**src/rtl/core/ffba_pkg.sv**
```systemverilog
`timescale 1ns / 1ps
// ----------------------------------------------------------------------------
// ffba_pkg
// Shared types and constants for the first-fit block allocator.
// ----------------------------------------------------------------------------
package ffba_pkg;

    localparam int ARENA_BYTES      = 65536;
    localparam int MAX_FREE_ENTRIES = 64;
    localparam int HDR_BYTES        = 16;
    localparam int CNT_W            = $clog2(MAX_FREE_ENTRIES + 1);
    localparam int HDR_DEPTH        = ARENA_BYTES / 8;
    localparam int HDR_AW           = $clog2(HDR_DEPTH);
    localparam int OFF_W            = 16;
    localparam int SIZE_W           = 17;
    localparam int REQ_W            = 18;
    localparam int SUM_W            = 19;

    typedef enum logic [1:0] {
        STAT_OK   = 2'd0,
        STAT_NULL = 2'd1,
        STAT_OOM  = 2'd2,
        STAT_FULL = 2'd3
    } t_status;

    typedef enum logic {
        REQ_ALLOC = 1'b0,
        REQ_FREE  = 1'b1
    } t_req;

    typedef struct packed {
        logic        req_type;
        logic [16:0] alloc_size;
        logic [15:0] free_address;
    } t_in_item;

    typedef struct packed {
        t_status     status;
        logic [15:0] address;
    } t_out_item;

    typedef struct packed {
        logic [OFF_W-1:0]  off;
        logic [SIZE_W-1:0] size;
    } t_entry;

    typedef enum logic [2:0] {
        CELL_HOLD,
        CELL_START,
        CELL_STEP,
        CELL_PUSH,
        CELL_REMOVE,
        CELL_SPLIT
    } t_cell_op;

    typedef struct packed {
        t_cell_op         op;
        logic [REQ_W-1:0] req;
        t_entry           upd;
    } t_cell_ctl;

    typedef enum logic [2:0] {
        ST_IDLE,
        ST_PUSH,
        ST_SEARCH,
        ST_APPLY,
        ST_RESP
    } t_state;

endpackage

```
**src/rtl/core/ffba_cell.sv**
```systemverilog
`timescale 1ns / 1ps
// ----------------------------------------------------------------------------
// ffba_cell
// One free-table entry: holds offset and size, passes the search token on.
// ----------------------------------------------------------------------------
module ffba_cell
    import ffba_pkg::*;
(
    input  logic      i_clk,
    input  logic      i_rst_n,
    input  t_cell_ctl i_ctl,
    input  logic      i_head,
    input  logic      i_tok,
    input  t_entry    i_prev,
    input  t_entry    i_next,
    output t_entry    o_entry,
    output logic      o_tok,
    output logic      o_found,
    output t_entry    o_sel
);

    t_entry r_entry;
    logic   r_tok;
    logic   r_past;
    logic   w_hit;

    assign w_hit   = ({1'b0, r_entry.size} >= i_ctl.req);
    assign o_entry = r_entry;
    assign o_tok   = r_tok;
    assign o_found = r_tok & w_hit;
    assign o_sel   = r_tok ? r_entry : '0;

    always_ff @(posedge i_clk) begin
        if (!i_rst_n) begin
            r_tok  <= 1'b0;
            r_past <= 1'b0;
        end else begin
            case (i_ctl.op)
                CELL_START: begin
                    r_tok  <= i_head;
                    r_past <= 1'b0;
                end
                CELL_STEP: begin
                    // token moves one cell down; mark cells it has left
                    r_tok  <= i_tok;
                    r_past <= r_past | r_tok;
                end
                default: begin
                    r_tok  <= r_tok;
                    r_past <= r_past;
                end
            endcase
        end
    end

    always_ff @(posedge i_clk) begin
        case (i_ctl.op)
            CELL_PUSH: r_entry <= i_prev;
            CELL_REMOVE: begin
                if (!r_past) begin
                    r_entry <= i_next;
                end
            end
            CELL_SPLIT: begin
                if (r_tok) begin
                    r_entry <= i_ctl.upd;
                end
            end
            default: r_entry <= r_entry;
        endcase
    end

endmodule

```
**config.mk**
```make
export PLATFORM = sky130hd
export DESIGN_NAME = ffba_cell
export DESIGN_NICKNAME = d
export VERILOG_FILES = /design/src/rtl/core/ffba_pkg.sv /design/src/rtl/core/ffba_cell.sv
export SDC_FILE = /design/constraint.sdc
export NUM_CORES = 1
export LEC_CHECK = 0
export ABC_AREA = 1
export ABC_CLOCK_PERIOD_IN_PS = 8400
export BUFFER_PORTS_ARGS = -buffer_cell sky130_fd_sc_hd__buf_2
export CAP_MARGIN = 20
export CORE_MARGIN = 2
export CORE_UTILIZATION = 27
export CTS_BUF_LIST = sky130_fd_sc_hd__clkbuf_8
export CTS_CLUSTER_SIZE = 25
export DETAILED_ROUTE_END_ITERATION = 12
export HOLD_SLACK_MARGIN = 0.08
export PLACE_DENSITY = 0.69
export SYNTH_ARGS = -nofsm -noshare
export SYNTH_HDL_FRONTEND = slang
export SYNTH_SLANG_ARGS = --single-unit
```
**constraint.sdc**
```tcl
create_clock -name i_clk -period 8.4 [get_ports i_clk]
set_input_delay 1.26 -clock i_clk [delete_from_list [all_inputs] [get_ports i_clk]]
set_output_delay 1.26 -clock i_clk [all_outputs]
set_load 0.01 [all_outputs]
```
== Word level (Yosys, flattened, before mapping) ==
Index checks and enable logic that the tools add are counted.
W data, S select, Z words.

* Reduce and logical (&&, ||, !) cells: 3
* Shifts and indexed selects: 0
* Bitwise logic cells: 2
* Multiply operators: 0
* Order comparisons: 1
* Mux-type cells: 6
* Add/sub/neg operators: 0
* Equal/unequal tests: 7
* Div/mod/pow operators: 0

{| class="wikitable"
|+ Operators by type and width
! kind !! count
|-
| $mux W33 || 3
|-
| $pmux W33 S3 || 1
|-
| $ge A17 B18 Y1 || 1
|-
| $eq A3 B2 Y1 const B || 2
|-
| $eq A3 B3 Y1 const B || 2
|-
| $ne A2 B2 Y1 const B || 2
|-
| $pmux W1 S2 || 2
|-
| $eq A3 B1 Y1 const B || 1
|-
| $reduce_and A3 Y1 || 1
|-
| $reduce_bool A3 Y1 || 1
|-
| $reduce_bool A2 Y1 || 1
|-
| $and A1 B1 Y1 || 1
|-
| $or A1 B1 Y1 || 1
|}

* Output and inout port bits: 68
* Bits in latches: 0
* Memory bits (writable): 0
* Memory bits (read-only): 0
* Word-level logic and storage cells: 23
* Bits in registers: 35
* Memories kept: 0

== Depth between registers and ports, before layout ==
* Depth in word-level cells: 3
* Mapped depth: 10
* Depth with buffers taken out: 10

== Least setup slack after synthesis ==
Ideal clock, no wire load.

* Path type: input -> register
* Start: in i_ctl[53] (netlist bit)
* End: reg r_entry, in the netlist o_entry[0], enable pin
* Buffers on the path: 1
* Required time: 7.966 ns
* Path slack: 4.661 ns
* Cell stages on the path: 5
* Arrival time: 3.305 ns
* Setup time: 0.434 ns
* Path through: inv_2 > nor2_4 > inv_2 > buf_4 > a21oi_1

* Word-level cells in the longest chain between the ends: 3

{| class="wikitable"
|+ RTL lines
! element !! RTL line !! RTL
|-
| start: declaration || ffba_cell.sv:11 || <nowiki>input t_cell_ctl i_ctl,</nowiki>
|-
| $eq A3 B3 Y1 or $eq A3 B2 Y1 (tied branches) || ffba_cell.sv:57 || <nowiki>case (i_ctl.op)</nowiki>
|-
| $ne A2 B2 Y1 (no source line) or $reduce_bool A3 Y1 (tied branches) || -- ||
|-
| $reduce_and A3 Y1 (no source line) (*) || -- ||
|-
| end signal: assignment || ffba_cell.sv:58 || <nowiki>CELL_PUSH: r_entry <= i_prev;</nowiki>
|-
| end signal: assignment || ffba_cell.sv:61 || <nowiki>r_entry <= i_next;</nowiki>
|-
| end signal: assignment || ffba_cell.sv:66 || <nowiki>r_entry <= i_ctl.upd;</nowiki>
|-
| end: declaration || ffba_cell.sv:22 || <nowiki>t_entry r_entry;</nowiki>
|}

Mark *: on every way between the ends. The rest lies on a longest branch, timed or not.
A chain may end at the register's enable or synchronous reset.

== Worst setup path after layout ==
* Start: in i_ctl[48] (netlist bit)
* End: out o_found

* Word-level cells in the longest chain between the ends: 2

{| class="wikitable"
|+ RTL lines
! element !! RTL line !! RTL
|-
| $ge A17 B18 Y1 || ffba_cell.sv:27 || <nowiki>assign w_hit = ({1'b0, r_entry.size} >= i_ctl.req);</nowiki>
|-
| $and A1 B1 Y1 || ffba_cell.sv:30 || <nowiki>assign o_found = r_tok & w_hit;</nowiki>
|-
| end: declaration || ffba_cell.sv:18 || <nowiki>output logic o_found,</nowiki>
|}

No other way between the ends.

==> metrics.cfg <==
[critical_path]
crit_type=input port to output port
crit_path_end_kind=output port
r2r_slack_ns=6.48
crit_fanout=2
r2r_start=o_tok
startpoint_type=input port
worstReg2RegEnd=o_entry[27]
rr_worst_depth=4
worstPathRequired_ns=7.14
critPathArrivalTime_ns=2.46

[worst_hold_path]
min_to=r_past
hold_class=register to register
whs_path_depth=2
hp-start=r_past

[sta]
fmax_ghz=0.269
finalCriticalPeriod_ns=3.72
fin_ws_ns=4.68
relSlewSlack_pct=58.9
fin_setup_tns_ns=0
rsz0062_at_grt=no
worst_slew_pin_slew_ns=0.616
hold_viol=0
maxSlewViolCount=0
period_share_pct=44.2
finClkSkew_ns=0.00928
setup_viol=0

[route]
drt-wirelength-per-cell_um=11.7
viasPerCell=4.26
vias=2869
firstDrtPassIters=5
drt-total-wl_mm=7.85
ant_nets=0
drc=0
drt_iter0_drc=89

[placed_design]
gp_congestion=0.885
numPortBuffers=191
dp_hpwl_mm=6.26
pre_cts_ws_ns=4.65

[cts]
clk_path_buf_depth=2
clk_pin_slew_ns=0.08
cts_sinks=35
cts_resized=0
ctsRootBufferMaster=clkbuf_8
clkLatencyLatePin_ns=0.28
h-tree-depth=2
cts_buffers=5
hold_buffers=0
postCtsSetupBuffers=0
cts_tree=yes

[synth]
synth_cell_types=23
syn_area_per_cell_um2=7.30
yosysSeqAreaShare_pct=39.7
yosysTopAreaCell=edfxtp_1
synth.top_cell.area_share_pct=38.1
synth_edf_count=33
async_flop_share_pct=0
ys_top_cells_by_area=edfxtp_1 (38%), nand2_1 (23%), inv_1 (9.0%)
synth_nets=497
yosys_warnings=0
synth.cell_area_um2=2600
synth_flop_cell=edfxtp_1
synthCells=356
ys_ff_latch=35

[grt]
grt_pass1_vias=2614
grt_overflow=0
grt_pass1_wl_mm=11.7
antenna_found_initial=0
grt_max_degree=38
grt.total_usage_pct=14.2

[floorplan]
start_util_pct=28.0
dieArea_um2=10400
die_w_um=102
rows=35
core_area_um2=9280
chipHeight_um=102
io_pins=192

[cells_and_area]
diodes=0
area_growth_syn_to_layout_pct=44.2
nNetsFinal=684
drive_gt1_share_pct=40.3

[power_and_ir_drop]
power_density_nw_per_um2=130
leakage_uw=0.00230
ir_drop_uv=99.3

[job]
cap_violations=0

[outcome]
status=complete, no violations

-- logic make-up after synthesis --
| kind of cell | Yosys count | share of synthesized area [%] |
|---|---|---|
| AOI/OAI and AO/OA | 13 | 2.79 |
| adders and majority gates | 17 | 8.18 |
| buffers and inverters | 79 | 14.4 |
| DFF | 35 | 39.7 |
| and+or+nand+nor | 212 | 35.0 |
-- area by class of cell --
type	count	area (um2)
Sequential cell	35	1030
Timing Repair Buffer	193	991
Clock buffer	5	68.8
Inverter	66	253
Tap cell	129	161
Clock inverter	3	38.8
Fill cell	981	5540
Multi-Input combinational cell	242	1200
-- state kept, by name (all words and copies together), names as in the netlist --
signal,count
r_past,1
o_entry,33
o_tok,1
-- metal layers --
layer | GRT usage, % | vias to the layer above | part of all wire [%]
li1 | - | 1467 | -
met1 | 17.5 | 1268 | 42
met2 | 25.2 | 116 | 49
met3 | 2.46 | 18 | 5.9
met4 | 4.62 | 0 | 2.3
met5 | 0 | - | 0
-- cells in the final DEF (no fill, tap or decap), types with 3 or more instances in the layout --
cell type	synthesis	final
a21oi_1	7	6
clkbuf_8	0	5
nand3_2	10	10
nand2_1	161	161
inv_1	62	62
buf_2	4	191
nand3_1	25	25
o21ai_0	3	3
ha_1	17	17
edfxtp_1	33	33
nand2_2	3	3
nor2_1	10	10
-- critical path, stage by stage --
cell     delay, ns
buf_2         0.07
inv_1         0.03
ha_1          0.28
nand2_1       0.07
nor3_1        0.23
nand2_1       0.11
nor2_1        0.11
nor2_1        0.04
a21oi_1       0.10
buf_2         0.14
-- worst max path at each step --
stage / start / endpoint / slack, ns / depth (start not counted)
2_1_floorplan: i_ctl[53] / o_entry[0] / 4.66 / 5
3_3_place_gp: i_ctl[48] / o_found / 4.65 / 10
3_5_place_dp: i_ctl[48] / o_found / 4.65 / 10
4_1_cts: i_ctl[48] / o_found / 4.65 / 10
5_1_grt: i_ctl[48] / o_found / 4.53 / 10
6_report: i_ctl[48] / o_found / 4.68 / 10
-- Yosys cell counts (2+ instances only) --
cell / instances
nand2_1: 161
inv_1: 62
edfxtp_1: 33
nand3_1: 25
ha_1: 17
nand3_2: 10
nor2_1: 10
a21oi_1: 7
buf_6: 7
buf_2: 4
nand2_2: 3
o21ai_0: 3
dfxtp_1: 2
inv_2: 2
inv_4: 2
-- per-stage QoR --
step / power (uW) / cell area, um2 / instances / hold WS, ns / utilization, %
2_1_floorplan: 285 / 2600 / 356 / 0.444 / -
3_3_place_gp: 342 / 3610 / 664 / 0.456 / 38.9
3_5_place_dp: 345 / 3610 / 664 / 0.470 / 38.9
4_1_cts: 494 / 3720 / 672 / 0.480 / 40.1
5_1_grt: 519 / 3750 / 673 / 0.500 / 40.4
6_report: 489 / 3750 / 673 / 0.478 / 40.4
-- power breakdown --
part           internal, uW  switching [uW]
Combinational          56.4            68.7
Clock                  86.9            60.0
Sequential              208            8.62
Note: power is estimated with default switching activity, not from simulation.
