File: src/rtl/core/ffba_ram.sv
`timescale 1ns / 1ps
// ----------------------------------------------------------------------------
// ffba_ram
// Generic single-write, single-read RAM with registered read data.
// ----------------------------------------------------------------------------
module ffba_ram #(
    parameter int WIDTH = 8,
    parameter int DEPTH = 16
) (
    input  logic                     i_clk,
    input  logic                     i_we,
    input  logic [$clog2(DEPTH)-1:0] i_waddr,
    input  logic [WIDTH-1:0]         i_wdata,
    input  logic [$clog2(DEPTH)-1:0] i_raddr,
    output logic [WIDTH-1:0]         o_rdata
);

    logic [WIDTH-1:0] r_mem [DEPTH];
    logic [WIDTH-1:0] r_rdata;

    always_ff @(posedge i_clk) begin
        if (i_we) begin
            r_mem[i_waddr] <= i_wdata;
        end
        r_rdata <= r_mem[i_raddr];
    end

    assign o_rdata = r_rdata;

endmodule

File: config.mk
export PLATFORM = sky130hd
export DESIGN_NAME = ffba_ram
export DESIGN_NICKNAME = d
export VERILOG_FILES = /design/src/rtl/core/ffba_ram.sv
export SDC_FILE = /design/constraint.sdc
export NUM_CORES = 1
export LEC_CHECK = 0
export BUFFER_PORTS_ARGS = -buffer_cell sky130_fd_sc_hd__buf_2
export CORE_UTILIZATION = 37
export CTS_CLUSTER_SIZE = 30
export DETAILED_ROUTE_END_ITERATION = 7
export HOLD_SLACK_MARGIN = 0.05
export PLACE_DENSITY = 0.65
export REMOVE_ABC_BUFFERS = 1
export SYNTH_ARGS = -nofsm -noshare
export SYNTH_HDL_FRONTEND = slang
export SYNTH_SLANG_ARGS = --single-unit
export TNS_END_PERCENT = 10
File: constraint.sdc
create_clock -name i_clk -period 5.35 [get_ports i_clk]
set_clock_uncertainty 0.05 [all_clocks]
set_input_delay 1.07 -clock i_clk [delete_from_list [all_inputs] [get_ports i_clk]]
set_output_delay 1.07 -clock i_clk [all_outputs]
set_load 0.1 [all_outputs]
**Word level (Yosys, flattened, before mapping)**

Memories as Yosys holds them, arrays and structs flattened. A register that Yosys moved wholly into a read port is not among the register bits.
Cells that the tools add are included.

- Mux-type cells: 2

Operators by type and width:

| cell | number |
|---|---|
| 2-to-1 mux 1 bit | 2 |

- Output and inout bits: 8
- Word-level logic and storage cells: 3
- Input port bits: 18
- Flip-flop bits (word level): 0
- Memories kept: 1
- Bits in writable memories: 128

Memory list:

| name | words | width | rd ports | clocked after memory_dff | wr ports | RTL line | text |
|---|---|---|---|---|---|---|---|
| r_mem | 16 | 8 | 1 | 1 | 1 | 18 | `logic [WIDTH-1:0] r_mem [DEPTH];` |

**Longest topological paths before layout**

Gate-level depths: netlist of run 1.

- Word-level depth: 2
- Gate-level depth with buffers: 5
- Depth with buffers taken out: 3

**Worst setup path before layout of run 1**

Ideal clock, no wire load.

- Path type: input port to flip-flop
- Start: input i_waddr[2]
- End: memory r_mem[0][0], enable pin
- Data required time: 4.917 ns
- Stages: 2
- Setup time: 0.383 ns
- Data arrival time: 2.180 ns
- Path slack: 2.737 ns
- Path through: or3b_2 nor3_1

RTL lines:

| item | RTL line | text |
|---|---|---|
| from (decl) | 12 | `input logic [$clog2(DEPTH)-1:0] i_waddr,` |
| to (decl) | 18 |  |

Straight into the memory's write port.

==> results by group, run 1 <==
Run status
  • Status: complete, no violations

STA
  • Setup TNS: 0 ns
  • Final setup fails: 0
  • Unrepaired setup endpoints after global routing: no
  • Max Slew Vio Count: 0
  • Final period util: around half
  • Worst slew pin tran: ~1.1 ns
  • Slew HR: between 20% and 30%
  • Final hold vios: 0
  • Fmax achieved: between 0.3 and 0.4 GHz
  • Minimum clock period: roughly 2.7 ns

Setup path
  • Slowest stage delay, CP: between 0.7 and 0.8 ns
  • CP top delay family: buffers and inverters
  • Slowest cell on crit path: buf_2
  • Cell count along the critical path: 4
  • FF-to-FF setup slack: between 3 and 4 ns
  • CP Max Fanout: 32
  • Worst Setup Start Kind: primary input
  • Critical path type: in -> reg
  • Critical Path RT: 5.58 ns
  • Crit path buffers/inverters: 1
  • CP endpoint kind: register
  • CP cell instances: buf_2, mux4_1, a22oi_1, nand2_1
  • Arr. time, crit path: 2.92 ns
  • Worst R2R Path Depth: 3

Finish
  • Share of layout cells above drive strength 1: ~28%
  • Syn-to-layout area delta: 16.3%
  • Final Instance Area: between 5000 and 6000 um2
  • Final net count: roughly 280
  • Antenna cell count: 0

Floorplan
  • Initial Util: ~38%
  • Die W: about 120 um
  • Area of the core: roughly 13000 um2
  • # rows: 42
  • Height of the die: around 120 um
  • I/O pins: 26
  • Die Area: roughly 14000 um2

Clock network
  • Clock buffer depth: 2
  • Worst-path clk slew: 0.06 ns
  • Clock root buffer master: clkbuf_16
  • Post-CTS sizing: 0
  • Post-CTS setup buffer count: 0
  • Hold Buf Count CTS: 0
  • CTS tree: done
  • Worst-Skew Late Latency: ~0.41 ns
  • CTS Buf Count: 17
  • Clock sink count: 136
  • H-Tree Depth: 4

Global routing
  • Pin count of the biggest net entering global routing: 33
  • Number of global-route vias before repair: roughly 2500
  • Initial antenna violation count: 1
  • Overflow after GRT: 0
  • Global-route wire length before repair: around 15000 um
  • GR Util All Layers: ~15%

Place
  • DP HPWL: ~5800 um
  • Dpl cell area: ~5400 um2
  • PortBufs: 25
  • Final GP Congestion: 0.683

Routing
  • Via density: ~5
  • Residual DRC: 0
  • Vias: about 2300
  • DRT antenna net count: 0
  • DR WL/cell: between 20 and 25 um
  • Number of DRC markers in iteration 0: approximately 140
  • Initial DRT Pass Iterations: 4
  • Drt total wl: approximately 9500 um

Run
  • Maxcap violations: 0

Synthesis
  • Area leader, netlist: edfxtp_1
  • Syn avg cell area: ~22 um2
  • Post-synthesis sequential area ratio: 77.8%
  • Post-Syn Instances: 229
  • Netlist cell types: 19
  • Synthesized area: 5150 um2
  • Ranking of synthesized cells by area: edfxtp_1, mux4_2, mux4_1
  • FF+latch count, synth: roughly 140
  • Ys Warns: 0
  • Synth top area share: 74.7%

Hold path
  • HP Class: reg -> reg
  • Hold path cells: 3

Pwr
  • Lkg Pwr: between 1.5 and 2 nW
  • PwrDens: just over 400 nW/um2
  • Worst vdd rail ir drop: approximately 230 uV
[layout by cell type, fill, tap and decap left out, types with 2 or more instances in the layout]
master | Yosys | layout
clkinv_4 | 0 | 6
nor2_1 | 13 | 13
buf_2 | 3 | 25
a22oi_1 | 16 | 16
clkinvlp_4 | 0 | 4
nand2b_1 | 2 | 2
clkbuf_1 | 0 | 2
mux4_1 | 14 | 14
dfxtp_1 | 8 | 8
edfxtp_1 | 128 | 128
nor3_2 | 0 | 3
clkbuf_16 | 0 | 17
mux4_2 | 18 | 18
nand3b_1 | 2 | 2
nand2_1 | 9 | 9
[flip-flops by register name (all words and copies together) (netlist names)]
| name | cells |
|---|---|
| o_rdata | 8 |
| r_mem | 128 |
[cells by family after synthesis]
logic type	after synthesis	share of synthesized area (%)
buf+inv	10	1.68
mux	32	15.0
compound gates	16	2.33
simple gates	35	3.18
flops	136	77.8
[worst min-delay path, stage by stage (launching register included)]
cell and delay (ns):
edfxtp_1 0.31, mux4_1 0.21, a22oi_1 0.06, nand2_1 0.06
[cells in the mapped netlist (all sizes together)]
| cell type | n |
|---|---|
| nor2 | 13 |
| or3b | 1 |
| and2 | 1 |
| nand2b | 2 |
| nand3 | 1 |
| edfxtp | 128 |
| nand2 | 9 |
| nor3 | 4 |
| and2b | 1 |
| buf | 7 |
| nand3b | 2 |
| dfxtp | 8 |
| a22oi | 16 |
| mux4 | 32 |
| clkdlybuf4s25 | 3 |
| nor2b | 1 |
[per-layer routing]
metal,global-route usage (%),wire [um],vias up
met5,0,10,-
met4,3.98,66,2
met3,5.37,717,11
met2,22.5,4580,81
met1,19.4,4160,1172
li1,-,-,1043
[power by group]
part,switching (mW),internal (mW)
sequential,0.00837,1.19
combinational,0.110,0.0425
clock,0.427,0.643
[worst paths after layout]
| check | endpoint | startpoint |
|---|---|---|
| max | o_rdata[1] | i_raddr[0] |
| min reg2reg | o_rdata[1] | r_mem[7][1] |
| min | o_rdata[1] | r_mem[7][1] |
| max reg2reg | o_rdata[1] | r_mem[10][1] |
[layout make-up]
cell class              instances  area [um2]
clock buffers                  19         433
clock inverters                13         126
flip-flops and latches        136        4000
well taps                     176         220
multi-input cells              83        1070
fillers                      1118        7410
repair buffers                 26         133
[stage by stage]
| stage | utilization (%) | total power [mW] | hold slack, ns | setup WS [ns] | cells |
|---|---|---|---|---|---|
| CTS | 44.6 | 2.44 | 0.616 | 2.48 | 453 |
| detailed placement | 40.5 | 1.38 | 0.610 | 2.06 | 421 |
| finish | 44.7 | 2.42 | 0.616 | 2.66 | 453 |
| global placement | 40.5 | 1.37 | 0.604 | 2.12 | 421 |
| floorplan | - | 1.32 | 0.579 | 2.74 | 219 |
| global route | 44.7 | 2.50 | 0.649 | 2.53 | 453 |
Power figures use the tool's default switching activity.
==> inputs of run 2 (changes only) <==
Settings changed: PLACE_DENSITY 0.65 to 0.67.
Clock period 5.35 ns to 2.4 ns, I/O delays scaled along.
==> results by group, run 2 (synthesis gave the netlist of run 1 again) <==
STA
  • Fmax achieved: 0.575 GHz
  • Final hold vios: 0 (unchanged)
  • Minimum clock period: roughly 1.7 ns
  • Worst slew pin tran: 0.671 ns (-0.398 ns)
  • Setup TNS: 0 ns (unchanged)
  • Final period util: between 70 and 80%
  • Final setup fails: 0 (unchanged)
  • Max Slew Vio Count: 0 (unchanged)
  • Slew HR: 55.1% (+27 points)
  • Unrepaired setup endpoints after global routing: no

Routing
  • Via density: 5.16 (+1.2%)
  • DRT antenna net count: 0 (unchanged)
  • Residual DRC: 0 (unchanged)
  • Drt total wl: 9910 um (+3.8%)
  • Number of DRC markers in iteration 0: 193 (+37%)
  • Vias: 2430 (+5.2%)
  • Initial DRT Pass Iterations: 6 (+2)
  • DR WL/cell: 21.0 um (-0.13%)

Setup path
  • Critical path type: reg -> out
  • Crit path buffers/inverters: 1 (unchanged)
  • Slowest cell on crit path: buf_2
  • CP cell instances: buf_2
  • Worst Setup Start Kind: register
  • CP endpoint kind: output port
  • CP Max Fanout: 1 (-97%)
  • Arr. time, crit path: 1.21 ns (-1.71 ns)
  • Critical Path RT: 1.87 ns (-3.71 ns)
  • Slowest stage delay, CP: 0.45 ns (-0.32 ns)
  • CP top delay family: buffers and inverters

Place
  • DP HPWL: 6080 um (+4.7%)
  • PortBufs: 25 (unchanged)
  • Inst Count DP: 439 (+4.3%)
  • Final GP Congestion: 0.715 (+4.8%)

Finish
  • Most frequent cells in the layout: edfxtp_1, buf_2, mux4_2, clkbuf_16, buf_4
  • Share of layout cells above drive strength 1: 31.5% (+3.4 points)
  • Post-route insts no fill: 471 (+4.0%)
  • Final net count: 300 (+6.4%)
  • Syn-to-layout area delta: 20.5%
  • Max reg flops: 128 (unchanged)
  • Biggest register: r_mem
  • Fin util: 46.3% (+1.6 points)
  • Most common cell after layout, fill and taps aside: edfxtp_1
  • Antenna cell count: 0 (unchanged)

Clock network
  • Post-CTS sizing: 0 (unchanged)
  • Worst-path clk slew: 0.06 ns (about the same)
  • Post-CTS setup buffer count: 0 (unchanged)
  • H-Tree Depth: 4 (unchanged)
  • Worst-Skew Late Latency: 0.41 ns (about the same)
  • CTS Buf Count: 17 (unchanged)
  • Clock buffer depth: 2 (unchanged)
  • Hold Buf Count CTS: 0 (unchanged)
  • CTS tree: done
  • Clock root buffer master: clkbuf_16
  • Clock sink count: 136 (unchanged)

Global routing
  • GR Util All Layers: 15.2% (+0.63 points)
  • Global-route wire length before repair: 15400 um (+5.9%)
  • Pin count of the biggest net entering global routing: 33 (unchanged)
  • Initial antenna violation count: 1 (unchanged)
  • Overflow after GRT: 0 (unchanged)
  • Number of global-route vias before repair: 2552 (+3.2%)

Pwr
  • Lkg Pwr: 2.11 nW (+7.4%)
  • Worst vdd rail ir drop: 423 uV (+81%)
  • PwrDens: 924 nW/um2 (+130%)

Floorplan
  • I/O pins: 26 (unchanged)
  • # rows: 42 (unchanged)
  • Initial Util: 38.4% (unchanged)
  • Height of the die: 120 um (unchanged)
  • Area of the core: 13400 um2 (unchanged)
  • Die Area: 14400 um2 (unchanged)
  • Die W: 120 um (unchanged)

Run status
  • Status: complete, no violations

Hold path
  • HP Class: in -> reg

Run
  • Maxcap violations: 0 (unchanged)
## run 2: cell types whose count changed in the layout (fill, tap and decap cells not counted), sizes merged
cell,change
buf,+18
bufinv,+3
clkinvlp,-3
clkbuf,-1
inv,+1
## run 2: per-layer routing
layer	vias up	share of wire [%]	global-route usage [%]
met5	-	0.13	0
met4	2	0.62	3.75
met2	69	47	22.3
li1	1077	-	-
met1	1275	46	21.4
met3	7	6.2	5.70
## run 2: path summary, 6_finish.rpt
path / startpoint / to / slack [ns] / cells after the start
max: o_rdata[0] / o_rdata[0] / 0.66 / 1
min reg2reg: r_mem[8][4] / o_rdata[4] / 0.64 / 3
min: i_wdata[3] / r_mem[14][3] / 0.40 / 1
max reg2reg: r_mem[1][0] / o_rdata[0] / 0.94 / 3
## run 2: report_power, final
group	internal, mW	switching (mW)	leakage (nW)
Clock	1.75	0.957	0.302
Sequential	2.66	0.0168	1.22
Combinational	0.107	0.250	0.581
## run 2: final cells by class
class | instances | area (um2)
tap | 176 | 220
clock buffer | 18 | 429
clock inverter | 14 | 198
timing repair buffer | 44 | 293
fill | 1103 | 7200
sequential | 136 | 4000
multi-input combinational | 83 | 1060
## run 2: through the flow
stage	cell area [um2]	total power [mW]	hold slack, ns	setup slack (ns)
finish	6200	5.73	0.402	0.661
global route	6200	5.92	0.403	0.624
detailed placement	5570	3.08	0.620	0.341
CTS	6200	5.78	0.389	0.634
global placement	5570	3.07	0.604	0.370
floorplan	5060	2.94	0.529	0.377
